--- src/sv/huffman_code_length_builder_defines.svh ---
// assertion macros used by the huffman code length builder datapath
// no dependencies; each file that asserts includes this header
`ifndef HUFFMAN_CODE_LENGTH_BUILDER_DEFINES_SVH
`define HUFFMAN_CODE_LENGTH_BUILDER_DEFINES_SVH

// same-cycle implication, checked out of reset
`define HCL_ASSERT_IMP(lbl, ante, cons, msg) \
    lbl: assert property (@(posedge clk) disable iff (!rst_n) (ante) |-> (cons)) \
        else $error(msg);

// next-cycle implication, checked out of reset
`define HCL_ASSERT_NXT(lbl, ante, cons, msg) \
    lbl: assert property (@(posedge clk) disable iff (!rst_n) (ante) |=> (cons)) \
        else $error(msg);

`endif

--- src/sv/hcl_pkg.sv ---
// shared types and constants of the huffman code length builder
// no dependencies; used by the controller, datapath and top level
package hcl_pkg;

    localparam int SYMBOL_COUNT_DEF = 256;
    localparam int COUNT_BITS_DEF   = 32;
    localparam int SYM_W            = 8;
    localparam int OCC_W            = 32;
    localparam int LEN_W            = 8;

    typedef enum logic [1:0] {
        FUNC_CLEAR = 2'd0,
        FUNC_LOAD  = 2'd1,
        FUNC_BUILD = 2'd2,
        FUNC_QUERY = 2'd3
    } func_t;

    typedef struct packed {
        func_t              func;
        logic [SYM_W-1:0]   symbol;
        logic [OCC_W-1:0]   occurrences;
    } req_item_t;

    typedef struct packed {
        logic               status;
        logic               present;
        logic [LEN_W-1:0]   code_length;
    } rsp_item_t;

    typedef enum logic [1:0] {
        OUT_ZERO,
        OUT_QUERY,
        OUT_BUILD
    } out_sel_t;

    typedef enum logic [4:0] {
        ST_IDLE,
        ST_Q_OUT,
        ST_SCAN_RD,
        ST_SCAN_CHK,
        ST_NEXT_SYM,
        ST_INS_RD,
        ST_INS_CMP,
        ST_MERGE_CHK,
        ST_POP_A,
        ST_POP_B,
        ST_POP_L,
        ST_POP_W,
        ST_ROOT_RD,
        ST_ROOT_LAT,
        ST_DEP_CHK,
        ST_DEP_PAR,
        ST_DEP_WR,
        ST_FINISH
    } ctrl_state_t;

    typedef struct packed {
        logic     do_clear;
        logic     do_load;
        logic     do_query;
        logic     build_init;
        logic     scan_rd;
        logic     scan_take;
        logic     sym_inc;
        logic     ins_rd;
        logic     ins_shift;
        logic     ins_place;
        logic     pop_a;
        logic     pop_b;
        logic     pop_l;
        logic     pop_w;
        logic     root_rd;
        logic     root_lat;
        logic     k_dec;
        logic     dep_par_rd;
        logic     dep_dep_rd;
        logic     dep_wr;
        logic     out_load;
        out_sel_t out_sel;
    } hcl_cmd_t;

    typedef struct packed {
        logic out_free;
        logic nz_s;
        logic sym_last;
        logic ins_at_head;
        logic ins_greater;
        logic len_zero;
        logic len_one;
        logic root_zero;
        logic k_zero;
        logic k_skip;
    } hcl_stat_t;

endpackage

--- src/sv/hcl_ctrl.sv ---
// sequencer of the huffman code length builder
// depends on hcl_pkg; drives the datapath through hcl_cmd_t
module hcl_ctrl (
    input  logic              clk,
    input  logic              rst_n,
    input  logic              req_valid,
    input  hcl_pkg::func_t    req_func,
    output logic              req_ready,
    input  hcl_pkg::hcl_stat_t stat,
    output hcl_pkg::hcl_cmd_t cmd
);
    import hcl_pkg::*;

    ctrl_state_t state_reg, state_next;
    logic        scan_phase_reg, scan_phase_next;
    logic        accept;

    assign req_ready = (state_reg == ST_IDLE) && stat.out_free;
    assign accept    = req_valid && req_ready;

    always_ff @(posedge clk or negedge rst_n)
    begin
        if (!rst_n)
        begin
            state_reg      <= ST_IDLE;
            scan_phase_reg <= 1'b0;
        end
        else
        begin
            state_reg      <= state_next;
            scan_phase_reg <= scan_phase_next;
        end
    end

    // next state
    always_comb
    begin
        state_next      = state_reg;
        scan_phase_next = scan_phase_reg;
        case (state_reg)
            ST_IDLE:
            begin
                if (accept)
                begin
                    if (req_func == FUNC_QUERY)
                        state_next = ST_Q_OUT;
                    else if (req_func == FUNC_BUILD)
                    begin
                        state_next      = ST_SCAN_RD;
                        scan_phase_next = 1'b1;
                    end
                end
            end
            ST_Q_OUT:
                if (stat.out_free) state_next = ST_IDLE;
            ST_SCAN_RD:
                state_next = ST_SCAN_CHK;
            ST_SCAN_CHK:
                state_next = stat.nz_s ? ST_INS_RD : ST_NEXT_SYM;
            ST_NEXT_SYM:
            begin
                if (stat.sym_last)
                begin
                    state_next      = ST_MERGE_CHK;
                    scan_phase_next = 1'b0;
                end
                else
                    state_next = ST_SCAN_RD;
            end
            ST_INS_RD:
            begin
                if (stat.ins_at_head)
                    state_next = scan_phase_reg ? ST_NEXT_SYM : ST_MERGE_CHK;
                else
                    state_next = ST_INS_CMP;
            end
            ST_INS_CMP:
            begin
                if (stat.ins_greater)
                    state_next = ST_INS_RD;
                else
                    state_next = scan_phase_reg ? ST_NEXT_SYM : ST_MERGE_CHK;
            end
            ST_MERGE_CHK:
            begin
                if (stat.len_zero)
                    state_next = ST_FINISH;
                else if (stat.len_one)
                    state_next = ST_ROOT_RD;
                else
                    state_next = ST_POP_A;
            end
            ST_POP_A:    state_next = ST_POP_B;
            ST_POP_B:    state_next = ST_POP_L;
            ST_POP_L:    state_next = ST_POP_W;
            ST_POP_W:    state_next = ST_INS_RD;
            ST_ROOT_RD:  state_next = ST_ROOT_LAT;
            ST_ROOT_LAT: state_next = stat.root_zero ? ST_FINISH : ST_DEP_CHK;
            ST_DEP_CHK:
            begin
                if (!stat.k_skip)
                    state_next = ST_DEP_PAR;
                else if (stat.k_zero)
                    state_next = ST_FINISH;
            end
            ST_DEP_PAR:  state_next = ST_DEP_WR;
            ST_DEP_WR:   state_next = stat.k_zero ? ST_FINISH : ST_DEP_CHK;
            ST_FINISH:
                if (stat.out_free) state_next = ST_IDLE;
            default:     state_next = ST_IDLE;
        endcase
    end

    // commands
    always_comb
    begin
        cmd = '0;
        cmd.out_sel = OUT_ZERO;
        case (state_reg)
            ST_IDLE:
            begin
                if (accept)
                begin
                    case (req_func)
                        FUNC_CLEAR:
                        begin
                            cmd.do_clear = 1'b1;
                            cmd.out_load = 1'b1;
                        end
                        FUNC_LOAD:
                        begin
                            cmd.do_load  = 1'b1;
                            cmd.out_load = 1'b1;
                        end
                        FUNC_QUERY: cmd.do_query   = 1'b1;
                        FUNC_BUILD: cmd.build_init = 1'b1;
                        default:    cmd.out_load   = 1'b1;
                    endcase
                end
            end
            ST_Q_OUT:
            begin
                cmd.out_load = stat.out_free;
                cmd.out_sel  = OUT_QUERY;
            end
            ST_SCAN_RD:  cmd.scan_rd   = 1'b1;
            ST_SCAN_CHK: cmd.scan_take = stat.nz_s;
            ST_NEXT_SYM: cmd.sym_inc   = !stat.sym_last;
            ST_INS_RD:
            begin
                cmd.ins_place = stat.ins_at_head;
                cmd.ins_rd    = !stat.ins_at_head;
            end
            ST_INS_CMP:
            begin
                cmd.ins_shift = stat.ins_greater;
                cmd.ins_place = !stat.ins_greater;
            end
            ST_POP_A:    cmd.pop_a    = 1'b1;
            ST_POP_B:    cmd.pop_b    = 1'b1;
            ST_POP_L:    cmd.pop_l    = 1'b1;
            ST_POP_W:    cmd.pop_w    = 1'b1;
            ST_ROOT_RD:  cmd.root_rd  = 1'b1;
            ST_ROOT_LAT: cmd.root_lat = 1'b1;
            ST_DEP_CHK:
            begin
                cmd.dep_par_rd = !stat.k_skip;
                cmd.k_dec      = stat.k_skip && !stat.k_zero;
            end
            ST_DEP_PAR:  cmd.dep_dep_rd = 1'b1;
            ST_DEP_WR:
            begin
                cmd.dep_wr = 1'b1;
                cmd.k_dec  = !stat.k_zero;
            end
            ST_FINISH:
            begin
                cmd.out_load = stat.out_free;
                cmd.out_sel  = OUT_BUILD;
            end
            default:     cmd = '0;
        endcase
    end

endmodule

--- config.mk ---
export PLATFORM = sky130hd
export DESIGN_NAME = hcl_ctrl
export DESIGN_NICKNAME = d
export VERILOG_FILES = /design/src/sv/huffman_code_length_builder_defines.svh /design/src/sv/hcl_pkg.sv /design/src/sv/hcl_ctrl.sv
export SDC_FILE = /design/constraint.sdc
export NUM_CORES = 1
export LEC_CHECK = 0
export BUFFER_PORTS_ARGS = -buffer_cell sky130_fd_sc_hd__clkbuf_2
export CORE_ASPECT_RATIO = 0.75
export CORE_MARGIN = 1
export CORE_UTILIZATION = 40
export DETAILED_ROUTE_END_ITERATION = 12
export GPL_TIMING_DRIVEN = 0
export PLACE_DENSITY = 0.8
export SLEW_MARGIN = 10
export SYNTH_ARGS = -nofsm -noshare
export SYNTH_HDL_FRONTEND = slang
export SYNTH_SLANG_ARGS = --single-unit
--- constraint.sdc ---
create_clock -name clk -period 1.7 [get_ports clk]
set_input_delay 0 -clock clk [delete_from_list [all_inputs] [get_ports clk]]
set_output_delay 0 -clock clk [all_outputs]
set_load 0.005 [all_outputs]
== Word level (Yosys, flattened, before mapping) ==
Cells that the tools add are included.
Storage, ports and cells
  word-level logic and storage cells: 91
  input bits: 15
  output and inout port bits: 24
  register bits: 6
Operators by class
  equal/unequal tests: 27
  muxes and demuxes: 47
  reduce and logical (&&, ||, !) cells: 15
Operators by type and width (count)
  case mux 5 bit (17 select lines): 1
  2-to-1 mux 5 bit: 9
  == test 5 x 4 -> 1 bit, second input constant: 8
  2-to-1 mux 1 bit: 25
  == test 5 x 3 -> 1 bit, second input constant: 4
  == test 5 x 2 -> 1 bit, second input constant: 2
  == test 5 bit, second input constant: 2
  2-to-1 mux 4 bit: 2
  case mux 1 bit (2 select lines): 4
  2-to-1 mux 2 bit: 3
  2-to-1 mux 3 bit: 2
  != test 2 bit, second input constant: 3
  == test 5 x 1 -> 1 bit, second input constant: 1
  logical NOT 1 bit: 5
  logical NOT 5 bit: 1
  AND reduction 5 bit: 1
  == test 2 bit, second input constant: 2
  != test 2 x 1 -> 1 bit, second input constant: 2
  case mux 2 bit (2 select lines): 1
  AND reduction 4 bit: 1
  OR reduction 2 bit: 2
  logical AND 1 bit: 3
  != test 3 x 1 -> 1 bit, second input constant: 1
  != test 3 bit, second input constant: 1
  other kinds (3): 3

== Depth between registers and ports, before layout ==
Gate-level depths: netlist of the first run.
  depth after elaboration: 5
  gate-level depth with buffers: 6

== Worst setup path before layout of the first run ==
Ideal clock, no wire load.
  path type: register to register
  start point: register state_reg[1]
  end point: register state_reg[4]
  clock period less this slack: 1.472 ns
  data arrival time: 1.341 ns
  setup slack: 0.228 ns
  buffers on the path: 1
  stages on the path, launching flop included: 6
  cell sequence: dfrtp_1 buf_6 or4b_4 nor2_4 a211oi_1 mux2i_1
On the way
  word-level cells in the longest chain between the ends: 5
  elaborated cells between the ends (all ways): 27
Ends and longest elaborated chain
  from (decl): RTL line hcl_ctrl.sv:14  | ctrl_state_t state_reg, state_next;
  from (signal assigned): RTL line hcl_ctrl.sv:30  | state_reg <= state_next;
  parallel branches: the longest is 5 deep, another holds case mux 5 bit (17 select lines)
Parallel ways; which one is timed is not known.
A chain may end at the register's enable or synchronous reset.

== Worst setup path after layout of the first run ==
  start point: register state_reg[3]
  end point: register state_reg[1]
Same word-level chain as after synthesis.

==> results of run 1 <==
layout make-up:
type / instances / area, um^2
plain buffers: 9 / 61.3
clock buffers: 3 / 22.5
fillers: 200 / 773
inverters: 5 / 18.8
multi-input cells: 98 / 711
flip-flops and latches: 6 / 153
well taps: 24 / 30.0
repair buffers: 45 / 245
through the flow:
stage	worst slack, ns	instances
2_1_floorplan	0.228	119
6_report	-0.0203	190
4_1_cts	0.00777	187
5_1_grt	-0.0568	190
3_5_place_dp	0.0543	181
3_3_place_gp	0.0869	181
cells by family (layout without fill, tap and decap cells):
logic type	count (synthesis)	after routing	share of synthesized area, %
and+or+nand+nor	66	66	46.5
AOI/OAI and AO/OA	30	30	24.9
buffers and inverters	15	62	8.84
DFF	6	6	17.4
adders and majority gates	1	1	1.16
muxes	1	1	1.16
synth_stat cells, types with 2 or more instances:
master     number  share of area (%)
nor2_1         16                7.0
nand2_1         8                3.5
a21oi_1         6                3.5
buf_2           6                3.5
dfrtp_1         6                 17
nand2b_1        6                4.3
nor3_1          6                3.5
inv_1           5                2.2
nand3_1         5                2.9
a2bb2oi_1       3                3.0
nor2b_1         3                2.2
o21ai_0         3                1.7
a22oi_1         2                1.7
and3_1          2                1.4
and3b_1         2                2.0
nor2_4          2                2.6
nor4_2          2                2.9
o31a_1          2                2.0
o32ai_1         2                2.0
o41ai_1         2                2.0
or2b_1          2                1.7
or3_1           2                1.4
cells in the final DEF, fill, tap and decap left out, types with 3 or more instances in the layout:
| cell | instances |
|---|---|
| nor2_1 | 16 |
| o21ai_0 | 3 |
| clkbuf_2 | 39 |
| nand2b_1 | 4 |
| a21oi_1 | 6 |
| inv_1 | 5 |
| buf_2 | 3 |
| nor3_1 | 5 |
| dfrtp_1 | 4 |
| nand3_1 | 5 |
| nor2b_1 | 3 |
| nand2_1 | 8 |
| buf_4 | 7 |
| clkbuf_4 | 4 |
final timing paths:
kind                       slack (ns)            from             end  cells past startpoint
setup / recovery                -0.02    state_reg[3]    state_reg[1]                      6
hold / removal                   0.10           rst_n    state_reg[1]                      2
setup reg to reg                -0.02    state_reg[3]    state_reg[1]                      6
hold reg to reg                  0.53  scan_phase_reg  scan_phase_reg                      2
max in group asynchronous        1.42           rst_n    state_reg[4]                      2
min in group clk                 0.11         stat[2]    state_reg[2]                      4
per-layer routing:
metal,share of wire [%],routed length (um)
met5,0,0
met4,1.7,54
met3,11,341
met2,46,1440
met1,41,1280
power groups by stage:
stage / Combinational [mW] / Sequential (mW) / Clock, mW
floorplan: 0.717 / 0.219 / 0
global placement: 0.949 / 0.229 / 0
detailed placement: 0.969 / 0.230 / 0
CTS: 1.07 / 0.224 / 0.140
global route: 1.36 / 0.226 / 0.148
finish: 1.27 / 0.222 / 0.135
repair_timing:
action                                 4_1_cts  5_1_grt
pin swaps                                    2        4
setup endpoints to repair                    4       14
hold buffers                                 1        0
endpoints found under the hold margin        6        0
gates resized for setup                      5       14
setup buffers                                3        3
==> results.cfg, run 1 <==
[run_status]
outcome = finished with violations
violations = negative setup slack

[global_route]
grt_pass1_wl_mm = 4.50
track_usage_pct = 25.1
grt_pass1_vias = 948
grt_max_degree = 11
grt_busiest_layer = met2
gr-usage-met2_pct = 37.8
met1_usage_pct = 34.6
overflow = 0
antenna_found_initial = 0
met3_usage_pct = 6.79

[pwr]
pwr-share-comb_pct = 78.1
powerDensity_mw_per_mm2 = 1310
p_clk_share_pct = 8.3
p_int_uw = 850
power.leakage_nw = 0.593
vdd_drop_max_uv = 823
p_sw_share_pct = 47.7
p_sw_uw = 776
power_mw = 1.63
p_seq_share_pct = 13.6

[floorplanning]
die_y_um = 42.2
num_rows = 14
die_w_um = 55.6
dieArea_mm2 = 0.00235
start_util_pct = 42.9
io_pins = 39
core_area_mm2 = 0.00201

[synthesis]
synthCells = 119
synth.ff_latch_count = 6
ys_types = 48
synth_seq_area_share_pct = 17.4
async_reset_ff_share_pct = 100
synth_nets = 134
yosysWarnings = 0
syn_area_um2 = 863
synth-edff-count = 0
synth_ff_type = dfrtp_1
syn_area_per_cell_um2 = 7.25

[sta]
hold-worst-slack_ns = 0.104
drv_slew = 0
min_period_ns = 1.72
fin_tns_setup_ns = -0.0203
relSlewSlack_pct = 71.8
hold_viol = 0
fmax_ghz = 0.581
period_share_pct = 101
finalWorstSetupSlack_ns = -0.0203
rsz0062_at_grt = true
skew_ns = 0.00647
setup_viol = 1
tightest_slew_ns = 0.422

[detailed_routing]
postRouteAntennaNets = 0
avgViaCountPerCell = 6.06
drtPass1Iterations = 4
drc = 0
avgRoutedWirePerCell_um = 16.4
vias = 1152
drtIter0Drc = 91
wirelength_mm = 3.11

[placement]
place_area_mm2 = 0.00108
gp_congestion = 0.926
dp_hpwl_mm = 2.15
io_buffers = 38

[finish]
fin_util_pct = 61.6
nets = 183
largest_reg_flops = 5
fin_area_mm2 = 0.00124
area_growth_pct = 43.8
drive_gt1_share_pct = 44.6
antenna_cells = 0

[critical_path]
crit_arrival_ns = 1.87
cp_slowest_stage_delay_ns = 0.40
cp-start-kind = flop
cpMaxStageDelayCell = dfrtp_1
worstPathCellList = buf_4 > or3b_1 > buf_2 > nor2_1 > a22oi_1 > a31oi_1
crit_type = flop to flop
path_buf_inv = 2
cp.required_ns = 1.85
path_delay_family = simple AND/OR/NAND/NOR gates
critPathCaptureType = flop
cp_max_fo = 6

[clocking]
clockBufferDepth = 2
clkSinkCount = 6
ctsHtreeMaxLevel = 1
path_clk_slew_ns = 0.05
root_buffer = clkbuf_4
cts_tree = built
cts_buffers = 3
clock_latency_ns = 0.25

[worst_hold_path]
hold_class = primary input to asynchronous set/reset pin

[job]
maxCapViolations = 0
No activity file was read; power rests on OpenSTA's default activity.
==> run 2, diff against run 1 <==
Settings changed: CELL_PAD_IN_SITES_DETAIL_PLACEMENT set to 1, CELL_PAD_IN_SITES_GLOBAL_PLACEMENT set to 1, CORE_UTILIZATION 40 to 32, PLACE_DENSITY 0.8 to 0.89.
==> run 2 against run 1 <==
The run still ends with negative setup slack left; total power up 9.5%; global-route usage up 0.66 points; count of clock-buffer cells in the layout unchanged; sequential power up 11%; die area up 24%; non-clock buffer count up 3; highest routed layer unchanged; worst setup slack worse by 0.030 ns; largest cell class unchanged; final cell count up 6.8%.
==> results.cfg, run 2 (same netlist as run 1, synthesis figures left out) <==
[detailed_routing]
drtIter0Drc = 43
drtPass1Iterations = 4
avgViaCountPerCell = 6.14
vias = 1247
postRouteAntennaNets = 0
drc = 0
wirelength_mm = 4.06
avgRoutedWirePerCell_um = 20.0

[clocking]
clkSinkCount = 6
cts_buffers = 3
ctsHtreeMaxLevel = 1
root_buffer = clkbuf_4
path_clk_slew_ns = 0.04
clock_latency_ns = 0.24
clockBufferDepth = 2
cts_tree = built

[pwr]
vdd_drop_max_uv = 682
power_mw = 1.78
powerDensity_mw_per_mm2 = 1360
power.leakage_nw = 0.637

[global_route]
grt_pass1_wl_mm = 5.22
grt_max_degree = 11
track_usage_pct = 25.7
antenna_found_initial = 0
overflow = 0
grt_pass1_vias = 1097

[sta]
min_period_ns = 1.75
skew_ns = 0.00384
relSlewSlack_pct = 74.5
hold-worst-slack_ns = 0.135
drv_slew = 0
finalWorstSetupSlack_ns = -0.0501
hold_viol = 0
rsz0062_at_grt = true
fmax_ghz = 0.571
period_share_pct = 103
tightest_slew_ns = 0.379
setup_viol = 3

[finish]
area_growth_pct = 51.4
largest_reg_flops = 5
antenna_cells = 0
nets = 186
final_cell_mix = clkbuf_2, nor2_1, buf_4
layout_commonest_cell = clkbuf_2
fin_area_mm2 = 0.00131
drive_gt1_share_pct = 49.1
stdcell_count = 203
fillers = 319

[worst_hold_path]
hold_class = primary input to asynchronous set/reset pin

[critical_path]
crit_type = flop to flop
crit_arrival_ns = 1.87
critPathCaptureType = flop
cp.required_ns = 1.82
cp_max_fo = 10
cp-start-kind = flop

[floorplanning]
die_y_um = 47.0
die_w_um = 62.0
dieArea_mm2 = 0.00291
start_util_pct = 35.7
io_pins = 39
core_area_mm2 = 0.00242
num_rows = 15

[placement]
place_area_mm2 = 0.00110
dpl.cell_count = 191
io_buffers = 38
dp_hpwl_mm = 2.67
gp_congestion = 0.890
dp_slack_ns = -0.0454

[job]
maxCapViolations = 0

[run_status]
violations = negative setup slack
outcome = finished with violations
==> run 2: changes by cell type in the layout (fill, tap and decap cells not counted), moves of 2 or more <==
cell and delta:
nor2_1 -2, buf_4 +3, clkbuf_2 -2, nand2b_1 +2
buf_2 +3, nand2b_4 -2, nor2_2 +2
==> run 2: layout make-up <==
| cell class | instances | area [um^2] | area share [%] |
|---|---|---|---|
| buffer | 8 | 55.1 | 4.21 |
| clock buffer | 3 | 22.5 | 1.72 |
| inverter | 5 | 18.8 | 1.44 |
| multi-input combinational | 98 | 736 | 56.3 |
| sequential | 6 | 154 | 11.8 |
| tap | 34 | 42.5 | 3.25 |
| timing repair buffer | 49 | 279 | 21.3 |
==> run 2: where the power goes <==
group	internal (mW)	leakage (nW)	switching (mW)
logic	0.640	0.548	0.767
clock network	0.0795	0.0138	0.0463
registers	0.193	0.0757	0.0542
total	0.912	0.637	0.868
==> run 2: worst max-delay path: stages, from the launching register on <==
cell,delay [ns]
dfrtp_1,0.40
buf_6,0.16
or4b_4,0.60
nor2_4,0.14
nor4_1,0.07
a2bb2oi_1,0.25
==> run 2: path summary, 6_finish.rpt <==
| check | cells past startpoint | slack (ns) | start | to |
|---|---|---|---|---|
| max in group asynchronous | 2 | 1.40 | rst_n | state_reg[0] |
| setup / recovery | 5 | -0.05 | state_reg[1] | state_reg[0] |
| min in group clk | 3 | 0.17 | stat[4] | state_reg[3] |
| hold / removal | 2 | 0.14 | rst_n | state_reg[2] |
| hold reg to reg | 2 | 0.57 | scan_phase_reg | scan_phase_reg |
| setup reg to reg | 5 | -0.05 | state_reg[1] | state_reg[0] |
==> run 2: routing by layer <==
layer,vias to the layer above,share of wire (%),track usage (%)
met1,634,40,32.2
met3,11,6.2,2.48
met2,60,52,47.0
met4,0,2.0,8.00
li1,542,-,-
met5,-,0,0
==> run 2: stage by stage <==
| stage | util [%] | TNS (ns) |
|---|---|---|
| 2_1_floorplan | - | 0 |
| 3_3_place_gp | 45.3 | 0 |
| 3_5_place_dp | 45.3 | -0.136 |
| 4_1_cts | 49.7 | 0 |
| 5_1_grt | 54.0 | -0.285 |
| 6_report | 54.0 | -0.0817 |
==> run 2: what timing repair did <==
item                                    4_1_cts  5_1_grt
cloned                                        0        0
endpoints found under the hold margin         6        0
setup buffers                                 6        4
pin swaps                                     2        8
gates resized for setup                       9       19
hold buffers                                  1        0
endpoints found under the setup margin        9       13
==> run 3, diff against run 2 <==
Settings changed: ABC_AREA set to 1, CORE_UTILIZATION 32 to 29, PLACE_DENSITY 0.89 to 0.88.
==> run 3 against run 2 <==
Largest power group unchanged; maximum frequency grew 8.9%; core utilization shrank 11 points; the run now ends clean; register-to-register slack gained 0.24 ns; sequential power grew 3%; sequential share of layout area grew 1.3 points; clock skew shrank 0.0011 ns; critical endpoint is now cmd[2]; count of clock-buffer cells in the layout is the same; global-route usage shrank 7.0 points.
==> results.cfg, run 3 <==
[run_status]
outcome = finished, final reports clean

[synthesis]
synth-edff-count = 0
synth_seq_area_share_pct = 17.7
synth.ff_latch_count = 6
synthTopCellsByArea = nand2_1, dfrtp_1, inv_1
syn_area_um2 = 850
yosysMostFrequentCell = nand2_1
synth_ff_type = dfrtp_1
synth_nets = 167
yosysWarnings = 0
syn_area_per_cell_um2 = 5.59
synth_top_cell_by_area = nand2_1
async_reset_ff_share_pct = 100
ys_top_cells_by_count = nand2_1, inv_1, nor2_1, nand3_1
ys_types = 23
synthCells = 152
yosysTopAreaCellShare_pct = 19.4

[pwr]
p_seq_share_pct = 18.1
vdd_drop_max_uv = 574
p_sw_share_pct = 52.0
p_int_uw = 675
p_clk_share_pct = 15.2
powerDensity_mw_per_mm2 = 1220
power.leakage_nw = 0.755
pwr-share-comb_pct = 66.7
p_sw_uw = 730

[clocking]
root_buffer = clkbuf_8
clkSinkCount = 6
clock_latency_ns = 0.22
cts_buffers = 3
clockBufferDepth = 2
ctsHtreeMaxLevel = 1
path_clk_slew_ns = 0.04
cts_tree = built

[finish]
nets = 213
area_growth_pct = 35.9
final_cell_mix = nand2_1, clkbuf_2, inv_1
multiInputGateArea_um2 = 569
seq_area_um2 = 151
fillers = 390
largest_reg_flops = 5
antenna_cells = 0
fin_util_pct = 42.7
layout_commonest_cell = nand2_1
fin_area_mm2 = 0.00115
drive_gt1_share_pct = 34.7

[detailed_routing]
drtIter0Drc = 44
drc = 0
avgRoutedWirePerCell_um = 11.5
drtPass1Iterations = 4
vias = 1063
wirelength_mm = 2.67
postRouteAntennaNets = 0
avgViaCountPerCell = 4.58

[sta]
drv_slew = 0
period_share_pct = 94.5
hold-worst-slack_ns = 0.0252
rsz0062_at_grt = false
skew_ns = 0.00270
fmax_ghz = 0.623
min_period_ns = 1.61
setup_viol = 0
tightest_slew_ns = 0.280
fin_tns_setup_ns = 0
relSlewSlack_pct = 81.3
hold_viol = 0

[placement]
dp_hpwl_mm = 2.31
gp_congestion = 0.810
place_area_mm2 = 0.00108
io_buffers = 38

[critical_path]
cp_max_fo = 5
r2r-start = state_reg[4]
cp-start-kind = flop
rr_endpoint = state_reg[1]
cp.required_ns = 1.70
worstRegToRegCells = 10
crit_type = flop to output pin
crit_arrival_ns = 1.61
r2r_slack_ns = 0.19
critPathCaptureType = output pin

[floorplanning]
dieArea_mm2 = 0.00315
io_pins = 39
start_util_pct = 31.4
die_w_um = 64.5
die_y_um = 48.9
core_area_mm2 = 0.00270
num_rows = 16

[global_route]
antenna_found_initial = 0
track_usage_pct = 18.7
overflow = 0
grt_pass1_wl_mm = 4.56
grt_pass1_vias = 1035
grt_max_degree = 8

[job]
maxCapViolations = 0

[worst_hold_path]
min_path_cells = 3
min_to = state_reg[2]
min_from = stat[3]
hold_class = primary input to flop
-- run 3: changes by cell type after synthesis, moves of 3 or more --
cell,before,now
nor3_1,6,2
nor2_1,16,24
nand3_1,5,13
nand2_1,8,44
inv_1,5,30
nor2b_1,3,0
nand2_2,0,3
nand4_1,0,4
nand2b_1,6,0
nor2_2,0,6
a21oi_1,6,2
buf_2,6,0
a2bb2oi_1,3,0
-- run 3: per-layer routing --
metal	GRT usage (%)	routed length [um]
met3	0.935	115
met5	0	0
met4	5.56	31
met1	25.3	1270
met2	31.9	1260
-- run 3: how the worst max path moves through the flow --
stage	from	end
4_1_cts	state_reg[4]	cmd[2]
6_report	state_reg[2]	cmd[2]
5_1_grt	state_reg[2]	cmd[2]
3_3_place_gp	state_reg[4]	state_reg[0]
3_5_place_dp	state_reg[4]	state_reg[1]
2_1_floorplan	state_reg[3]	state_reg[4]
-- run 3: power by group through the flow --
| stage | logic (mW) | registers, mW | clock network (mW) |
|---|---|---|---|
| finish | 0.937 | 0.254 | 0.214 |
| global route | 1.06 | 0.260 | 0.224 |
| CTS | 0.947 | 0.254 | 0.216 |
| detailed placement | 0.902 | 0.256 | 0 |
| global placement | 0.864 | 0.253 | 0 |
| floorplan | 0.652 | 0.240 | 0 |
-- run 3: metrics by stage --
| stage | power, mW | std cells | setup WS [ns] |
|---|---|---|---|
| final | 1.40 | 232 | 0.0937 |
| after global routing | 1.55 | 232 | 0.0122 |
| after CTS | 1.42 | 232 | 0.0656 |
| after detailed placement | 1.16 | 226 | 0.156 |
| after global placement | 1.12 | 226 | 0.179 |
| after floorplan | 0.891 | 152 | 0.371 |
-- run 3: layout make-up --
class                   count  share of cell area, %
multi-input cells         112                   49.3
repair buffers             41                   18.6
flip-flops and latches      6                   13.1
inverters                  34                   11.5
well taps                  36                   3.90
clock buffers               3                   3.58
-- run 3: cell families (layout without fill, tap and decap cells) --
group / after synthesis / count (layout) / synth area share (%)
AND/OR/NAND/NOR: 105 / 105 / 61.6
buffers and inverters: 34 / 78 / 15.6
flip-flops: 6 / 6 / 17.7
AO/OA/AOI/OAI: 7 / 7 / 5.15
-- run 3: what timing repair did --
item | 4_1_cts | 5_1_grt
hold endpoints to repair | 6 | 0
buffers inserted | 2 | 0
pin swaps | 2 | 0
gates resized for setup | 0 | 2
hold buffers | 1 | 0
setup endpoints to repair | 3 | 6
-- run 3: critical path, cell delays in order (launching register included) --
cell and delay, ns:
dfrtp_1 0.45, nor2_4 0.18, inv_4 0.06, nor2_8 0.15, nand3_4 0.10, or2_4 0.26, o21ai_2 0.06, clkbuf_2 0.13
